File: src/hw/rtl/tsts_pkg.sv
`timescale 1ns / 1ps

package tsts_pkg;

  typedef logic [3:0] twr_idx_t;
  typedef logic [15:0] twr_mask_t;

  localparam int SideHalfW = 16;
  localparam int SideCounted = 10;
  localparam int TopTiles = 25;
  localparam int TopRowLen = 5;
  localparam int TwrGrid = 4;

  // Towers along each side half, indexed by tile column
  localparam twr_idx_t XZ_PLUS_TWR  [4] = '{4'd12, 4'd13, 4'd14, 4'd15};
  localparam twr_idx_t XZ_MINUS_TWR [4] = '{4'd0,  4'd1,  4'd2,  4'd3};
  localparam twr_idx_t YZ_PLUS_TWR  [4] = '{4'd3,  4'd7,  4'd11, 4'd15};
  localparam twr_idx_t YZ_MINUS_TWR [4] = '{4'd0,  4'd4,  4'd8,  4'd12};

  // Input beat, last field in the low bits
  typedef struct packed {
    logic [2:0]  pad;
    logic [11:0] cno_boards;
    logic [15:0] cal_low_towers;
    logic [15:0] cal_high_towers;
    logic [15:0] track_towers;
    logic [24:0] top_face_tiles;
    logic [31:0] yz_face_tiles;
    logic [31:0] xz_face_tiles;
  } in_beat_t;

  typedef struct packed {
    logic [2:0]  pad;
    logic        req_cno;
    logic        req_cal_low;
    logic        req_cal_high;
    logic        req_track;
    logic        req_track_not_vetoed;
    twr_mask_t   shadowed_towers;
  } out_beat_t;

  // Side tile in column r shadows the towers at r-1 and r; tiles 10-15 unused
  function automatic twr_mask_t side_shadow(input logic [SideHalfW-1:0] tiles,
                                            input twr_idx_t twr [4]);
    twr_mask_t mask;
    int r;
    mask = '0;
    for (int t = 0; t < SideCounted; t++) begin
      r = t % TopRowLen;
      if (tiles[t]) begin
        if (r > 0) mask[twr[r-1]] = 1'b1;
        if (r < TwrGrid) mask[twr[r]] = 1'b1;
      end
    end
    return mask;
  endfunction

  // Top tile (i, j) sits over the corners of up to four towers
  function automatic twr_mask_t top_shadow(input logic [TopTiles-1:0] tiles);
    twr_mask_t mask;
    int r;
    int c;
    twr_idx_t idx;
    mask = '0;
    for (int t = 0; t < TopTiles; t++) begin
      for (int dr = 0; dr < 2; dr++) begin
        for (int dc = 0; dc < 2; dc++) begin
          r = t / TopRowLen + dr;
          c = t % TopRowLen + dc;
          if (tiles[t] && r >= 1 && r <= TwrGrid && c >= 1 && c <= TwrGrid) begin
            idx = twr_idx_t'(TwrGrid * (r - 1) + (c - 1));
            mask[idx] = 1'b1;
          end
        end
      end
    end
    return mask;
  endfunction

endpackage

File: src/hw/rtl/tile_shadow_trigger_summary.sv
`timescale 1ns / 1ps
// Channel   Dir  Beat contents
// s_axis    in   tiles per face, tower trigger primitives, CNO boards
// m_axis    out  shadowed tower mask and five request flags
//
// Two register stages: input register, then the mask/flag logic into the
// output register. One beat per cycle unless m_axis stalls. rst clears
// both valid bits only. A stall on m_axis holds the output beat and lets
// one more beat wait in the input register.
module tile_shadow_trigger_summary import tsts_pkg::*; (
  input  logic         clk,
  input  logic         rst,
  input  logic         s_axis_tvalid,
  output logic         s_axis_tready,
  // xz_face_tiles[31:0], yz_face_tiles[63:32], top_face_tiles[88:64],
  // track_towers[104:89], cal_high_towers[120:105], cal_low_towers[136:121],
  // cno_boards[148:137], zero pad[151:149]
  input  logic [151:0] s_axis_tdata,
  output logic         m_axis_tvalid,
  input  logic         m_axis_tready,
  // shadowed_towers[15:0], req_track_not_vetoed[16], req_track[17],
  // req_cal_high[18], req_cal_low[19], req_cno[20], zero pad[23:21]
  output logic [23:0]  m_axis_tdata
);

  in_beat_t  in_reg;
  logic      in_valid;
  out_beat_t out_reg;
  out_beat_t out_next;
  logic      out_free;

  assign out_free      = !m_axis_tvalid || m_axis_tready;
  assign s_axis_tready = !in_valid || out_free;

  always_comb begin
    out_next.pad = '0;
    out_next.shadowed_towers =
        side_shadow(in_reg.xz_face_tiles[31:16], XZ_PLUS_TWR)
      | side_shadow(in_reg.xz_face_tiles[15:0],  XZ_MINUS_TWR)
      | side_shadow(in_reg.yz_face_tiles[31:16], YZ_PLUS_TWR)
      | side_shadow(in_reg.yz_face_tiles[15:0],  YZ_MINUS_TWR)
      | top_shadow(in_reg.top_face_tiles);
    out_next.req_track_not_vetoed = |(in_reg.track_towers & out_next.shadowed_towers);
    out_next.req_track    = |in_reg.track_towers;
    out_next.req_cal_high = |in_reg.cal_high_towers;
    out_next.req_cal_low  = |in_reg.cal_low_towers;
    out_next.req_cno      = |in_reg.cno_boards;
  end

  always_ff @(posedge clk) begin
    if (rst) begin
      in_valid      <= 1'b0;
      m_axis_tvalid <= 1'b0;
    end else begin
      if (s_axis_tready) in_valid <= s_axis_tvalid;
      if (out_free) m_axis_tvalid <= in_valid;
    end
    if (s_axis_tready) in_reg <= in_beat_t'(s_axis_tdata);
    if (out_free) out_reg <= out_next;
  end

  assign m_axis_tdata = out_reg;

  a_accept_lands: assert property (@(posedge clk) disable iff (rst)
    (s_axis_tvalid && s_axis_tready) |=> in_valid)
    else $error("accepted beat not held in input register");

  a_stage_moves: assert property (@(posedge clk) disable iff (rst)
    (in_valid && out_free) |=> m_axis_tvalid)
    else $error("input register beat did not reach output");

  a_veto_subset: assert property (@(posedge clk) disable iff (rst)
    m_axis_tvalid |-> (out_reg.req_track || !out_reg.req_track_not_vetoed))
    else $error("track-not-vetoed without any track flag");

  a_empty_ready: assert property (@(posedge clk) disable iff (rst)
    !in_valid |-> s_axis_tready)
    else $error("input stage empty but not ready");

endmodule
File: config.mk
export PLATFORM = sky130hd
export DESIGN_NAME = tile_shadow_trigger_summary
export DESIGN_NICKNAME = d
export VERILOG_FILES = /design/src/hw/rtl/tsts_pkg.sv /design/src/hw/rtl/tile_shadow_trigger_summary.sv
export SDC_FILE = /design/constraint.sdc
export NUM_CORES = 1
export LEC_CHECK = 0
export BUFFER_PORTS_ARGS = -buffer_cell sky130_fd_sc_hd__buf_4
export CAP_MARGIN = 10
export CORE_MARGIN = 1.5
export CORE_UTILIZATION = 29
export CTS_BUF_LIST = sky130_fd_sc_hd__clkbuf_8
export CTS_CLUSTER_DIAMETER = 120
export DETAILED_ROUTE_END_ITERATION = 7
export MAX_ROUTING_LAYER = met4
export PLACE_DENSITY = 0.63
export SYNTH_ARGS = -nofsm -noshare
export SYNTH_HDL_FRONTEND = slang
export SYNTH_SLANG_ARGS = --single-unit
File: constraint.sdc
create_clock -name clk -period 8.3 [get_ports clk]
set_clock_uncertainty 0.2 [all_clocks]
set_input_delay 0.83 -clock clk [delete_from_list [all_inputs] [get_ports clk]]
set_output_delay 0.83 -clock clk [all_outputs]
set_load 0.02 [all_outputs]
==> flow_summary.json <==
{
  "syn2layout_area_growth_pct": 36.4,
  "yosys.area.top_type": "edfxtp_1",
  "numCtsBuffers": 17,
  "core_area_mm2": 0.0166,
  "clock_sinks": 148,
  "post-cts-setup-buffer-count": 0,
  "setup_tns_ns": 0,
  "slew_headroom_pct": 34.7,
  "cts.reportedPaths.clkPinSlew_ns": 0.08,
  "drt_iter0_drc": 113,
  "ys_seq_elements": 148,
  "yosysMostFrequentCell": "edfxtp_1",
  "setup.worst_path.end_class": "output pin",
  "yosys_warnings": 0,
  "final_cell_area_mm2": 0.00677,
  "drive_above_1_share_pct": 45.5,
  "fin_crit_ns": 3.06,
  "r2r-start": "m_axis_tvalid",
  "rrSetupSlack_ns": 5.84,
  "startpoint_type": "input pin",
  "ys_top_cells_by_count": "146 x edfxtp_1, 24 x nor4_1, 9 x or4_1",
  "hold_path_depth": 2,
  "via_count": 2710,
  "grt_usage_pct": 12.5,
  "hpwl_um": 7570,
  "cp.arrival_ns": 2.03,
  "cts_tree": "yes",
  "cp.required_ns": 7.27,
  "cts_max_path_buffers": 2,
  "synth_flop_cell": "edfxtp_1",
  "wl_um": 10500,
  "yosysTopAreaCellShare_pct": 88.3,
  "antenna_cells": 0,
  "final-hold-violation-count": 0,
  "antenna_found_initial": 0,
  "ant_nets": 0,
  "outcome": "finished clean",
  "insertion_delay_ns": 0.44,
  "cap_violations": 0,
  "die_area_mm2": 0.0179,
  "fillers": 1518,
  "gp_congestion": 0.748,
  "ys_top_cells_by_area": "edfxtp_1 88%, nor4_1 3.0%, or4_1 1.4%",
  "grt_overflow": 0,
  "path_class": "input pin to output pin",
  "syn_area_mm2": 0.00496,
  "post-place-cells": 599,
  "wl_per_cell_um": 16.7,
  "hold_class": "flop to flop",
  "whs_endpoint": "m_axis_tdata[20]",
  "die_h_um": 134,
  "ir_drop_mv": 0.117,
  "cts_max_level": 4,
  "synthArstFlopShare_pct": 0,
  "viasPerCell": 4.29,
  "drt_first_pass_iters": 4,
  "utilization_pct": 40.7,
  "setup_viol": 0,
  "seq_area_frac_synth_pct": 89.1,
  "syn_avg_cell_area_um2": 21.8,
  "r2r_end": "in_reg[4]",
  "post-route-period-util_pct": 36.8,
  "finalPower_mw": 1.50,
  "synth-edff-count": 146,
  "port_buffers": 151,
  "rows": 47,
  "power.leakage_nw": 2.52,
  "drc": 0,
  "place_area_mm2": 0.00637,
  "ctsResizeCount": 0,
  "grt_pass1_vias": 2882,
  "netlist_instances": 228,
  "rsz0062_at_grt": "no",
  "grt_pass1_wl_um": 15400,
  "clockRootBuffer": "clkbuf_8",
  "largest_reg_flops": 125,
  "hp-start": "in_reg[147]",
  "reg2regPathDepth": 3,
  "nets": 554,
  "die_w_um": 134,
  "synth_cell_types": 27,
  "crit_fanout": 50,
  "slew_violations": 0,
  "power_density_mw_per_mm2": 222,
  "final_cells": 631,
  "initial_utilization_pct": 29.8,
  "ctsHoldBuffers": 0,
  "tightest_slew_ns": 0.979,
  "timing.fmax_mhz": 327,
  "boundaryPins": 182,
  "grt_max_degree": 78
}
where the power goes:
group          internal (mW)  switching (mW)
clock network          0.294           0.272
logic                 0.0438          0.0216
registers              0.858          0.0141
total                   1.20           0.308
metrics by stage:
| stage | setup WS, ns | hold slack, ns |
|---|---|---|
| final | 5.24 | 0.338 |
| after global routing | 5.14 | 0.310 |
| after CTS | 5.23 | 0.310 |
| after detailed placement | 5.23 | 0.328 |
| after global placement | 5.28 | 0.317 |
| after floorplan | 3.62 | 0.263 |
worst max-delay path, cell delays in order:
cell	delay (ns)
buf_4	0.11
nor2b_1	0.31
nand2_4	0.41
buf_4	0.33
per-layer routing:
layer,share of wire (%),vias up,GRT usage [%]
li1,-,1298,-
met1,42,1296,13.8
met2,48,109,19.6
met3,9.1,7,6.08
met4,0.94,0,4.53
met5,0,-,-
layout by cell type (no fill, tap or decap), drive strengths merged, types with 4 or more instances in the layout:
| master | instances |
|---|---|
| a21boi | 4 |
| buf | 152 |
| clkbuf | 17 |
| clkinv | 4 |
| clkinvlp | 5 |
| edfxtp | 146 |
| inv | 4 |
| nand2 | 5 |
| nand4 | 4 |
| nor4 | 24 |
| or3 | 8 |
| or4 | 12 |
logic make-up after synthesis:
kind of cell    Yosys count  share of synthesized area (%)
compound gates           13                           2.04
buf+inv                   4                          0.529
flops                   148                           89.1
other cells               1                         0.0755
simple gates             62                           8.24
how the worst max path moves through the flow:
stage / startpoint / end / slack (ns) / cells past startpoint
4_1_cts: m_axis_tready / s_axis_tready / 5.23 / 4
6_report: m_axis_tready / s_axis_tready / 5.24 / 4
3_3_place_gp: m_axis_tready / s_axis_tready / 5.28 / 4
5_1_grt: m_axis_tready / s_axis_tready / 5.14 / 4
2_1_floorplan: m_axis_tready / s_axis_tready / 3.62 / 2
3_5_place_dp: m_axis_tready / s_axis_tready / 5.23 / 4
layout make-up:
cell class              count  area [µm²]  area share, %
flip-flops and latches    148        4420           65.3
repair buffers            152        1140           16.8
multi-input cells          78         529           7.81
clock buffers              17         234           3.45
inverters                   1        3.75         0.0554
clock inverters            15         166           2.46
well taps                 220         275           4.06
No activity file was read; power rests on OpenSTA's default activity.
